### src/rtl/core/fis_pkg.sv
package fis_pkg;

   localparam int unsigned WINDOW_DEPTH = 16;
   localparam int unsigned IDX_W        = (WINDOW_DEPTH > 1) ? $clog2(WINDOW_DEPTH) : 1;
   localparam int unsigned FILL_W       = $clog2(WINDOW_DEPTH + 1);

   localparam int unsigned TS_W       = 32;
   localparam int unsigned SUM_W      = TS_W + IDX_W;
   localparam int unsigned DIV_CNT_W  = $clog2(SUM_W);
   localparam int unsigned RATE_W     = 28;
   localparam int unsigned TARGET_W   = 10;
   localparam int unsigned SUGGEST_W  = 8;
   localparam int unsigned HELD_W     = 5;
   localparam int unsigned RSP_DATA_W = 104;
   localparam int unsigned CSR_ADDR_W = 3;
   localparam int unsigned CSR_DATA_W = 32;

   localparam logic [RATE_W-1:0]   RATE_SCALE    = 28'd256000000;
   localparam logic [TARGET_W-1:0] TARGET_RESET  = 10'd100;

   // 3*avg compared against 2*limit*256
   localparam logic [RATE_W+1:0] SUG_LIM_200 = 30'd92160;
   localparam logic [RATE_W+1:0] SUG_LIM_150 = 30'd71680;
   localparam logic [RATE_W+1:0] SUG_LIM_100 = 30'd46080;
   localparam logic [RATE_W+1:0] SUG_LIM_75  = 30'd33280;

   localparam logic [SUGGEST_W-1:0] SUGGEST_200 = 8'd200;
   localparam logic [SUGGEST_W-1:0] SUGGEST_150 = 8'd150;
   localparam logic [SUGGEST_W-1:0] SUGGEST_100 = 8'd100;
   localparam logic [SUGGEST_W-1:0] SUGGEST_75  = 8'd75;
   localparam logic [SUGGEST_W-1:0] SUGGEST_50  = 8'd50;

   localparam logic [CSR_ADDR_W-3:0] REG_TARGET_RATE = '0;

   typedef enum logic [2:0] {
      ST_IDLE,
      ST_WALK,
      ST_DIV_START,
      ST_DIV_WAIT,
      ST_FINISH
   } fis_state_type;

   typedef enum logic [1:0] {
      OP_MEAN,
      OP_AVG,
      OP_MIN,
      OP_MAX
   } fis_op_type;

   typedef struct packed {
      logic             start;
      logic [SUM_W-1:0] dividend;
      logic [TS_W-1:0]  divisor;
   } fis_div_req_type;

   typedef struct packed {
      logic             busy;
      logic             done;
      logic [SUM_W-1:0] quotient;
   } fis_div_rsp_type;

endpackage

### src/rtl/core/fis_ram.sv
module fis_ram #(
   parameter int unsigned WIDTH = 32,
   parameter int unsigned DEPTH = 16
) (
   input  logic                                       clock,
   input  logic                                       we,
   input  logic [((DEPTH > 1) ? $clog2(DEPTH) : 1)-1:0] waddr,
   input  logic [WIDTH-1:0]                           wdata,
   input  logic [((DEPTH > 1) ? $clog2(DEPTH) : 1)-1:0] raddr,
   output logic [WIDTH-1:0]                           rdata
);

   logic [WIDTH-1:0] mem_ff [DEPTH];
   logic [WIDTH-1:0] rdata_ff;

   always_ff @(posedge clock) begin
      if (we) begin
         mem_ff[waddr] <= wdata;
      end
      rdata_ff <= mem_ff[raddr];
   end

   assign rdata = rdata_ff;

endmodule

### src/rtl/core/fis_div.sv
module fis_div (
   input  logic                    clock,
   input  logic                    reset,
   input  fis_pkg::fis_div_req_type req,
   output fis_pkg::fis_div_rsp_type rsp
);

   logic [fis_pkg::TS_W-1:0]      rem_ff,  rem_in;
   logic [fis_pkg::SUM_W-1:0]     quo_ff,  quo_in;
   logic [fis_pkg::TS_W-1:0]      dvs_ff,  dvs_in;
   logic [fis_pkg::DIV_CNT_W-1:0] cnt_ff,  cnt_in;
   logic                          busy_ff, busy_in;
   logic                          done_ff, done_in;

   logic [fis_pkg::TS_W:0] trial;
   logic [fis_pkg::TS_W:0] diff;
   logic                   fits;

   assign trial = {rem_ff, quo_ff[fis_pkg::SUM_W-1]};
   assign diff  = trial - {1'b0, dvs_ff};
   assign fits  = trial >= {1'b0, dvs_ff};

   always_comb begin
      rem_in  = rem_ff;
      quo_in  = quo_ff;
      dvs_in  = dvs_ff;
      cnt_in  = cnt_ff;
      busy_in = busy_ff;
      done_in = 1'b0;
      if (req.start) begin
         rem_in  = '0;
         quo_in  = req.dividend;
         dvs_in  = req.divisor;
         cnt_in  = '0;
         busy_in = 1'b1;
      end else if (busy_ff) begin
         rem_in = fits ? diff[fis_pkg::TS_W-1:0] : trial[fis_pkg::TS_W-1:0];
         quo_in = {quo_ff[fis_pkg::SUM_W-2:0], fits};
         cnt_in = cnt_ff + 1'b1;
         if (cnt_ff == fis_pkg::DIV_CNT_W'(fis_pkg::SUM_W - 1)) begin
            busy_in = 1'b0;
            done_in = 1'b1;
         end
      end
   end

   always_ff @(posedge clock) begin
      if (reset) begin
         busy_ff <= 1'b0;
         done_ff <= 1'b0;
         cnt_ff  <= '0;
      end else begin
         busy_ff <= busy_in;
         done_ff <= done_in;
         cnt_ff  <= cnt_in;
      end
      rem_ff <= rem_in;
      quo_ff <= quo_in;
      dvs_ff <= dvs_in;
   end

   assign rsp.busy     = busy_ff;
   assign rsp.done     = done_ff;
   assign rsp.quotient = quo_ff;

endmodule

### src/rtl/core/frame_interval_statistics.sv
// Frame interval statistics.
// req channel: one transfer per frame event. req_tuser = 1 clears the history,
// req_tuser = 0 records req_tdata as a frame timestamp in microseconds.
// rsp channel: exactly one transfer per req transfer, in order, carrying the
// average, minimum and maximum rate (1/256 Hz), the too-low flag, the
// suggested sensor rate and the number of stored intervals.
// csr port: register 0 at byte address 0 is target_rate_hz (10 bits, reset 100).
// The ring walk does one RAM read per cycle; one radix-2 divider then runs
// mean, average, minimum and maximum rate in turn, 36 steps each.
// A division by a zero interval skips the divider and yields zero.
// One item at a time: req_tready is high only while the block is idle.
// A finished result sits in the output register; if rsp_tready is low the
// next item may still be accepted and computed, and it waits at the end
// until the output register frees up.
// Reset (synchronous) empties the window and sets the target rate to 100 Hz;
// the ring RAM is not cleared, entries are read only after being written.
module frame_interval_statistics (
   input  logic                             clock,
   input  logic                             reset,
   input  logic                             req_tvalid,
   output logic                             req_tready,
   input  logic [fis_pkg::TS_W-1:0]         req_tdata,   // [31:0] timestamp_us
   input  logic                             req_tuser,   // [0] action
   output logic                             rsp_tvalid,
   input  logic                             rsp_tready,
   // [27:0] average_rate, [55:28] minimum_rate, [83:56] maximum_rate,
   // [84] rate_too_low, [92:85] suggested_rate_hz, [97:93] intervals_held
   output logic [fis_pkg::RSP_DATA_W-1:0]   rsp_tdata,
   input  logic                             csr_psel,
   input  logic                             csr_penable,
   input  logic                             csr_pwrite,
   input  logic [fis_pkg::CSR_ADDR_W-1:0]   csr_paddr,
   input  logic [fis_pkg::CSR_DATA_W-1:0]   csr_pwdata,
   output logic [fis_pkg::CSR_DATA_W-1:0]   csr_prdata,
   output logic                             csr_pready
);

   fis_pkg::fis_state_type state_ff, state_in;
   fis_pkg::fis_op_type    op_ff, op_in;

   logic [fis_pkg::FILL_W-1:0]   fill_ff, fill_in;
   logic [fis_pkg::IDX_W-1:0]    oldest_ff, oldest_in;
   logic                         seen_ff, seen_in;
   logic [fis_pkg::TS_W-1:0]     prev_ff, prev_in;
   logic [fis_pkg::TARGET_W-1:0] target_ff, target_in;
   logic [fis_pkg::FILL_W-1:0]   walk_ff, walk_in;
   logic                         pend_ff, pend_in;
   logic [fis_pkg::SUM_W-1:0]    sum_ff, sum_in;
   logic [fis_pkg::TS_W-1:0]     lo_ff, lo_in;
   logic [fis_pkg::TS_W-1:0]     hi_ff, hi_in;
   logic [fis_pkg::TS_W-1:0]     mean_ff, mean_in;
   logic [fis_pkg::RATE_W-1:0]   avg_ff, avg_in;
   logic [fis_pkg::RATE_W-1:0]   minr_ff, minr_in;
   logic [fis_pkg::RATE_W-1:0]   maxr_ff, maxr_in;
   logic                         rsp_valid_ff, rsp_valid_in;
   logic [fis_pkg::RSP_DATA_W-1:0] rsp_data_ff, rsp_data_in;

   logic accept, csr_wr, csr_hit;
   logic rd_issue, walk_done, div_zero, res_take, load_out, out_free;
   logic ram_we;
   logic [fis_pkg::IDX_W-1:0] ram_waddr;
   logic [fis_pkg::TS_W-1:0]  ram_rdata;
   logic [fis_pkg::TS_W-1:0]  delta;
   logic [fis_pkg::SUM_W-1:0] div_value;
   logic                      too_low;
   logic [fis_pkg::SUGGEST_W-1:0] suggest;
   logic [fis_pkg::RATE_W+1:0]    avg3;
   logic [fis_pkg::RATE_W-1:0]    half_target;

   fis_pkg::fis_div_req_type div_req;
   fis_pkg::fis_div_rsp_type div_rsp;

   // config port
   assign csr_pready = 1'b1;
   assign csr_hit    = csr_paddr[fis_pkg::CSR_ADDR_W-1:2] == fis_pkg::REG_TARGET_RATE;
   assign csr_wr     = csr_psel && csr_penable && csr_pwrite && csr_hit;
   assign csr_prdata = csr_hit ? fis_pkg::CSR_DATA_W'(target_ff) : '0;
   assign target_in  = csr_wr ? csr_pwdata[fis_pkg::TARGET_W-1:0] : target_ff;

   assign accept    = req_tvalid && req_tready;
   assign out_free  = !rsp_valid_ff || rsp_tready;
   assign walk_done = (walk_ff == fill_ff) && !pend_ff;
   assign delta     = req_tdata - prev_ff;
   assign ram_waddr = (fill_ff < fis_pkg::FILL_W'(fis_pkg::WINDOW_DEPTH))
                      ? fill_ff[fis_pkg::IDX_W-1:0] : oldest_ff;

   fis_ram #(
      .WIDTH (fis_pkg::TS_W),
      .DEPTH (fis_pkg::WINDOW_DEPTH)
   ) u_ring (
      .clock (clock),
      .we    (ram_we),
      .waddr (ram_waddr),
      .wdata (delta),
      .raddr (walk_ff[fis_pkg::IDX_W-1:0]),
      .rdata (ram_rdata)
   );

   always_comb begin
      div_req.dividend = fis_pkg::SUM_W'(fis_pkg::RATE_SCALE);
      div_req.divisor  = lo_ff;
      case (op_ff)
         fis_pkg::OP_MEAN: begin
            div_req.dividend = sum_ff;
            div_req.divisor  = fis_pkg::TS_W'(fill_ff);
         end
         fis_pkg::OP_AVG: div_req.divisor = mean_ff;
         fis_pkg::OP_MIN: div_req.divisor = hi_ff;
         fis_pkg::OP_MAX: div_req.divisor = lo_ff;
         default: div_req.divisor = lo_ff;
      endcase
      div_req.start = (state_ff == fis_pkg::ST_DIV_START) && (div_req.divisor != '0);
   end

   assign div_zero      = div_req.divisor == '0;
   assign div_value     = div_zero ? '0 : div_rsp.quotient;

   fis_div u_div (
      .clock (clock),
      .reset (reset),
      .req   (div_req),
      .rsp   (div_rsp)
   );

   // next state
   always_comb begin
      state_in = state_ff;
      case (state_ff)
         fis_pkg::ST_IDLE: begin
            if (req_tvalid) state_in = fis_pkg::ST_WALK;
         end
         fis_pkg::ST_WALK: begin
            if (walk_done) begin
               state_in = (fill_ff == '0) ? fis_pkg::ST_FINISH : fis_pkg::ST_DIV_START;
            end
         end
         fis_pkg::ST_DIV_START: begin
            if (!div_zero) begin
               state_in = fis_pkg::ST_DIV_WAIT;
            end else if (op_ff == fis_pkg::OP_MAX) begin
               state_in = fis_pkg::ST_FINISH;
            end
         end
         fis_pkg::ST_DIV_WAIT: begin
            if (div_rsp.done) begin
               state_in = (op_ff == fis_pkg::OP_MAX) ? fis_pkg::ST_FINISH
                                                     : fis_pkg::ST_DIV_START;
            end
         end
         fis_pkg::ST_FINISH: begin
            if (out_free) state_in = fis_pkg::ST_IDLE;
         end
         default: state_in = fis_pkg::ST_IDLE;
      endcase
   end

   // sequencer outputs
   always_comb begin
      req_tready = 1'b0;
      rd_issue   = 1'b0;
      res_take   = 1'b0;
      load_out   = 1'b0;
      case (state_ff)
         fis_pkg::ST_IDLE:      req_tready = 1'b1;
         fis_pkg::ST_WALK:      rd_issue   = walk_ff < fill_ff;
         fis_pkg::ST_DIV_START: res_take   = div_zero;
         fis_pkg::ST_DIV_WAIT:  res_take   = div_rsp.done;
         fis_pkg::ST_FINISH:    load_out   = out_free;
         default:               req_tready = 1'b0;
      endcase
   end

   assign ram_we = accept && !req_tuser && seen_ff;

   assign avg3        = {2'b00, avg_ff} + {1'b0, avg_ff, 1'b0};
   assign half_target = fis_pkg::RATE_W'({target_ff, 7'b0});

   always_comb begin
      too_low = 1'b1;
      suggest = fis_pkg::SUGGEST_100;
      if (avg_ff != '0) begin
         too_low = avg_ff < half_target;
         if (avg3 >= fis_pkg::SUG_LIM_200) begin
            suggest = fis_pkg::SUGGEST_200;
         end else if (avg3 >= fis_pkg::SUG_LIM_150) begin
            suggest = fis_pkg::SUGGEST_150;
         end else if (avg3 >= fis_pkg::SUG_LIM_100) begin
            suggest = fis_pkg::SUGGEST_100;
         end else if (avg3 >= fis_pkg::SUG_LIM_75) begin
            suggest = fis_pkg::SUGGEST_75;
         end else begin
            suggest = fis_pkg::SUGGEST_50;
         end
      end
   end

   // datapath
   always_comb begin
      fill_in   = fill_ff;
      oldest_in = oldest_ff;
      seen_in   = seen_ff;
      prev_in   = prev_ff;
      walk_in   = walk_ff;
      pend_in   = rd_issue;
      sum_in    = sum_ff;
      lo_in     = lo_ff;
      hi_in     = hi_ff;
      op_in     = op_ff;
      mean_in   = mean_ff;
      avg_in    = avg_ff;
      minr_in   = minr_ff;
      maxr_in   = maxr_ff;
      rsp_valid_in = rsp_valid_ff && !rsp_tready;
      rsp_data_in  = rsp_data_ff;

      if (accept) begin
         walk_in = '0;
         sum_in  = '0;
         lo_in   = '1;
         hi_in   = '0;
         op_in   = fis_pkg::OP_MEAN;
         avg_in  = '0;
         minr_in = '0;
         maxr_in = '0;
         if (req_tuser) begin
            fill_in   = '0;
            oldest_in = '0;
            seen_in   = 1'b0;
            prev_in   = '0;
         end else begin
            if (seen_ff) begin
               if (fill_ff < fis_pkg::FILL_W'(fis_pkg::WINDOW_DEPTH)) begin
                  fill_in = fill_ff + 1'b1;
               end else if (oldest_ff == fis_pkg::IDX_W'(fis_pkg::WINDOW_DEPTH - 1)) begin
                  oldest_in = '0;
               end else begin
                  oldest_in = oldest_ff + 1'b1;
               end
            end
            prev_in = req_tdata;
            seen_in = 1'b1;
         end
      end

      if (rd_issue) walk_in = walk_ff + 1'b1;

      if (pend_ff) begin
         sum_in = sum_ff + fis_pkg::SUM_W'(ram_rdata);
         if (ram_rdata < lo_ff) lo_in = ram_rdata;
         if (ram_rdata > hi_ff) hi_in = ram_rdata;
      end

      if (res_take) begin
         case (op_ff)
            fis_pkg::OP_MEAN: begin
               mean_in = div_value[fis_pkg::TS_W-1:0];
               op_in   = fis_pkg::OP_AVG;
            end
            fis_pkg::OP_AVG: begin
               avg_in = div_value[fis_pkg::RATE_W-1:0];
               op_in  = fis_pkg::OP_MIN;
            end
            fis_pkg::OP_MIN: begin
               minr_in = div_value[fis_pkg::RATE_W-1:0];
               op_in   = fis_pkg::OP_MAX;
            end
            fis_pkg::OP_MAX: maxr_in = div_value[fis_pkg::RATE_W-1:0];
            default: op_in = fis_pkg::OP_MEAN;
         endcase
      end

      if (load_out) begin
         rsp_valid_in = 1'b1;
         rsp_data_in  = fis_pkg::RSP_DATA_W'({fis_pkg::HELD_W'(fill_ff), suggest, too_low,
                                               maxr_ff, minr_ff, avg_ff});
      end
   end

   always_ff @(posedge clock) begin
      if (reset) begin
         state_ff     <= fis_pkg::ST_IDLE;
         op_ff        <= fis_pkg::OP_MEAN;
         fill_ff      <= '0;
         oldest_ff    <= '0;
         seen_ff      <= 1'b0;
         prev_ff      <= '0;
         target_ff    <= fis_pkg::TARGET_RESET;
         walk_ff      <= '0;
         pend_ff      <= 1'b0;
         rsp_valid_ff <= 1'b0;
      end else begin
         state_ff     <= state_in;
         op_ff        <= op_in;
         fill_ff      <= fill_in;
         oldest_ff    <= oldest_in;
         seen_ff      <= seen_in;
         prev_ff      <= prev_in;
         target_ff    <= target_in;
         walk_ff      <= walk_in;
         pend_ff      <= pend_in;
         rsp_valid_ff <= rsp_valid_in;
      end
      sum_ff      <= sum_in;
      lo_ff       <= lo_in;
      hi_ff       <= hi_in;
      mean_ff     <= mean_in;
      avg_ff      <= avg_in;
      minr_ff     <= minr_in;
      maxr_ff     <= maxr_in;
      rsp_data_ff <= rsp_data_in;
   end

   assign rsp_tvalid = rsp_valid_ff;
   assign rsp_tdata  = rsp_data_ff;

   a_fill_bound: assert property (@(posedge clock) disable iff (reset)
      fill_ff <= fis_pkg::FILL_W'(fis_pkg::WINDOW_DEPTH))
      else $error("window fill beyond depth");

   a_oldest_full: assert property (@(posedge clock) disable iff (reset)
      oldest_ff != '0 |-> fill_ff == fis_pkg::FILL_W'(fis_pkg::WINDOW_DEPTH))
      else $error("ring wrapped before window full");

   a_idle_div: assert property (@(posedge clock) disable iff (reset)
      req_tready |-> !div_rsp.busy)
      else $error("divider busy while accepting");

   a_load_valid: assert property (@(posedge clock) disable iff (reset)
      load_out |=> rsp_tvalid)
      else $error("result load lost");

   a_wait_busy: assert property (@(posedge clock) disable iff (reset)
      (state_ff == fis_pkg::ST_DIV_WAIT) |-> (div_rsp.busy || div_rsp.done))
      else $error("waiting on idle divider");

endmodule
### config.mk
export PLATFORM = sky130hd
export DESIGN_NAME = frame_interval_statistics
export DESIGN_NICKNAME = d
export VERILOG_FILES = /design/src/rtl/core/fis_pkg.sv /design/src/rtl/core/fis_ram.sv /design/src/rtl/core/fis_div.sv /design/src/rtl/core/frame_interval_statistics.sv
export SDC_FILE = /design/constraint.sdc
export NUM_CORES = 2
export LEC_CHECK = 0
export ABC_AREA = 1
export BUFFER_PORTS_ARGS = -buffer_cell sky130_fd_sc_hd__buf_2
export CAP_MARGIN = 0
export CORE_ASPECT_RATIO = 0.7
export CORE_MARGIN = 1
export CORE_UTILIZATION = 35
export DETAILED_ROUTE_END_ITERATION = 6
export PLACE_DENSITY = 0.61
export SLEW_MARGIN = 10
export SYNTH_ARGS = -nofsm -noshare
export SYNTH_HDL_FRONTEND = slang
export SYNTH_SLANG_ARGS = --single-unit
### constraint.sdc
create_clock -name clock -period 20.1 [get_ports clock]
set_input_delay 4.02 -clock clock [delete_from_list [all_inputs] [get_ports clock]]
set_output_delay 4.02 -clock clock [all_outputs]
set_load 0.01 [all_outputs]
==> impl_results.md <==
- Status: finished, final reports clean
- Switching Share: 0.334
- Internal power: 4.01 mW
- Minimum clock period: 8.46 ns
- Die H: 315 um
- Commonest non-fill, non-tap cell in the layout: nand2_1
- Boundary pin count: 214
- Final setup violation count: 0
- Syn Inst Count: 4974
- RSZ-0062 raised after global routing: no
- CP arrival: 4.44 ns
- Clock tree buffer depth: 3
- Worst slew pin tran: 1.19 ns
- Area of the die: 0.142 mm^2
- Iteration count of the initial detailed-routing pass: 6
- Syn avg cell area: 9.87 um^2
- Post-synth EDFFs: 746
- Power, Total: 6.03 mW
- Vias in the first global route: 33100
- CP Cell Sequence: buf_2 -> nor2_1 -> buf_2
- Tcrit/Tclk final: 0.421
- Fillers: 13500
- Initial DRC Count: 4137
- F_max: 118 MHz
- Area growth syn-to-layout: 11.8%
- Final ANT Viol Nets: 0
- Peak supply drop: 72.3 uV
- Clock root cell: clkbuf_16
- Static leakage: 21.4 nW
- FP Rows: 114
- Most frequent CP cell: buf_2
- Vias per cell: 5.18
- Reg clk slew, reported paths: 0.07 ns
- WL/cell: 19.6 um
- Post-route DRC: 0
- Layout cells sized above 1: 0.0850
- Net Switching: 2.02 mW
- Commonest cells after routing, fill and taps aside: nand2_1, edfxtp_1, inv_1
- Flops & latches, synth: 1030
- Multi-input gate area: 0.0180 mm^2
- Crit path launch type: primary input
- Vias: 36300
- Initial antenna violation count: 9
- Worst Path Required: 16.08 ns
- Slowest-stage cell, CP: buf_2
- Pin count of the biggest net entering global routing: 99
- Fin area: 0.0549 mm^2
- Synth async-reset ratio: 0
- # clock sinks: 1030
- Cell Area, Placed: 0.0516 mm^2
- Total grt overflow: 0
- # nets final: 5372
- Max_cap viols: 0
- CP bufs+invs: 2
- Hold buffer count at cts: 0
- Mapped Area: 0.0491 mm^2
- PwrDens: 110 mW/mm^2
- Fin Setup TNS: 0 ns
- CTS tree: yes
- Clk pwr share: 0.312
- Routability cong.: 0.920
- Synth warn: 0
- Post-CTS setup buffer count: 0
- Ys flop type: edfxtp_1
- Die X: 450 um
- Final hold vios: 0
- Unique masters post-synth: 62
- Slew Viols, Final: 0
- Final wirelength: 137 mm
- Sequential area share after synthesis: 0.572
- Seq pwr share: 0.447
- Hold WC Path Type: reg2reg
- Crit-path max FO: 11
- Clock skew: 0.0199 ns
- PortBufs: 160
- Crit path kind: in2out
- Core ar.: 0.139 mm^2
- Clock Latency Late Sink: 0.71 ns
- Starting Density: 0.354
- CP max stage delay: 0.16 ns
- CTS buffer count: 95
- H-tree depth: 3
- GRT Util Overall: 0.188
- First-pass GRT wire length: 206 mm
- FF+latch area: 0.0281 mm^2
- Comb power frac: 0.241
- Relative slew slack: 0.206
- Post-CTS sizing: 0
- Crit-path leading delay family: buffers and inverters
- CP endpoint kind: output pin
- Post-DP HPWL: 90.2 mm
[metrics by stage]
| stage | hold slack (ns) | instances | utilization | worst slack, ns |
|---|---|---|---|---|
| 3_5_place_dp | 0.417 | 6827 | 0.372 | 11.64 |
| 6_report | 0.429 | 7008 | 0.396 | 11.64 |
| 5_1_grt | 0.439 | 7006 | 0.396 | 11.59 |
| 2_1_floorplan | 0.409 | 5001 | - | 10.70 |
| 4_1_cts | 0.431 | 7006 | 0.396 | 11.64 |
| 3_3_place_gp | 0.415 | 6827 | 0.372 | 11.64 |
[final cells by class]
class | instances | area share
tap | 1856 | 0.0423
antenna | 2 | 0.0000912
sequential | 1030 | 0.512
multi-input combinational | 3183 | 0.328
timing repair buffer | 207 | 0.0210
clock inverter | 55 | 0.0103
inverter | 551 | 0.0378
clock buffer | 124 | 0.0485
[cell usage after synthesis, drive strengths merged (58+ instances only)]
cell type | n | share of area
buf | 103 | 0.014
inv | 550 | 0.042
edfxtp | 746 | 0.46
o21ai | 386 | 0.040
a21oi | 263 | 0.027
nor2 | 459 | 0.035
o221ai | 109 | 0.019
dfxtp | 284 | 0.12
mux2i | 100 | 0.020
clkbuf | 134 | 0.010
nand2 | 916 | 0.071
o211ai | 58 | 0.0090
nand3 | 336 | 0.035
ha | 225 | 0.057
[flip-flops by register name (all words and copies together), names as in the netlist, 36 cells and up]
register       count
u_ring.mem_ff    512
rsp_tdata         98
sum_ff            36
u_div.quo_ff      36
[layer usage]
metal | wire [um] | track usage | vias up
met4 | 2850 | 0.0458 | 2
li1 | - | - | 17400
met2 | 57400 | 0.275 | 1373
met5 | 13 | 0 | -
met1 | 66200 | 0.290 | 17300
met3 | 10600 | 0.0266 | 172
[cells by family after synthesis]
family | after synthesis | synth area share
multiplexers | 100 | 0.0204
adder cells (fa/ha/maj) | 229 | 0.0590
buffers and inverters | 788 | 0.0670
other | 2 | 0.000153
AO/OA/AOI/OAI | 961 | 0.118
AND/OR/NAND/NOR | 1801 | 0.152
XOR/XNOR | 63 | 0.0112
flip-flops | 1030 | 0.572
[final timing paths]
| path | depth (start not counted) | startpoint | endpoint | slack, ns |
|---|---|---|---|---|
| hold / removal | 0 | maxr_ff[27] | rsp_tdata[83] | 0.43 |
| hold reg to reg | 0 | maxr_ff[27] | rsp_tdata[83] | 0.43 |
| setup / recovery | 3 | csr_paddr[2] | csr_prdata[0] | 11.64 |
| setup reg to reg | 13 | op_ff[0] | u_div.quo_ff[35] | 15.02 |
[power by group through the flow]
stage	logic, mW	registers [mW]	clock network (mW)
6_report	1.45	2.69	1.88
5_1_grt	1.60	2.71	1.99
4_1_cts	1.44	2.69	1.91
3_5_place_dp	1.43	2.74	0
3_3_place_gp	1.41	2.73	0
2_1_floorplan	0.942	2.72	0
Note: power is estimated with default switching activity, not from simulation.
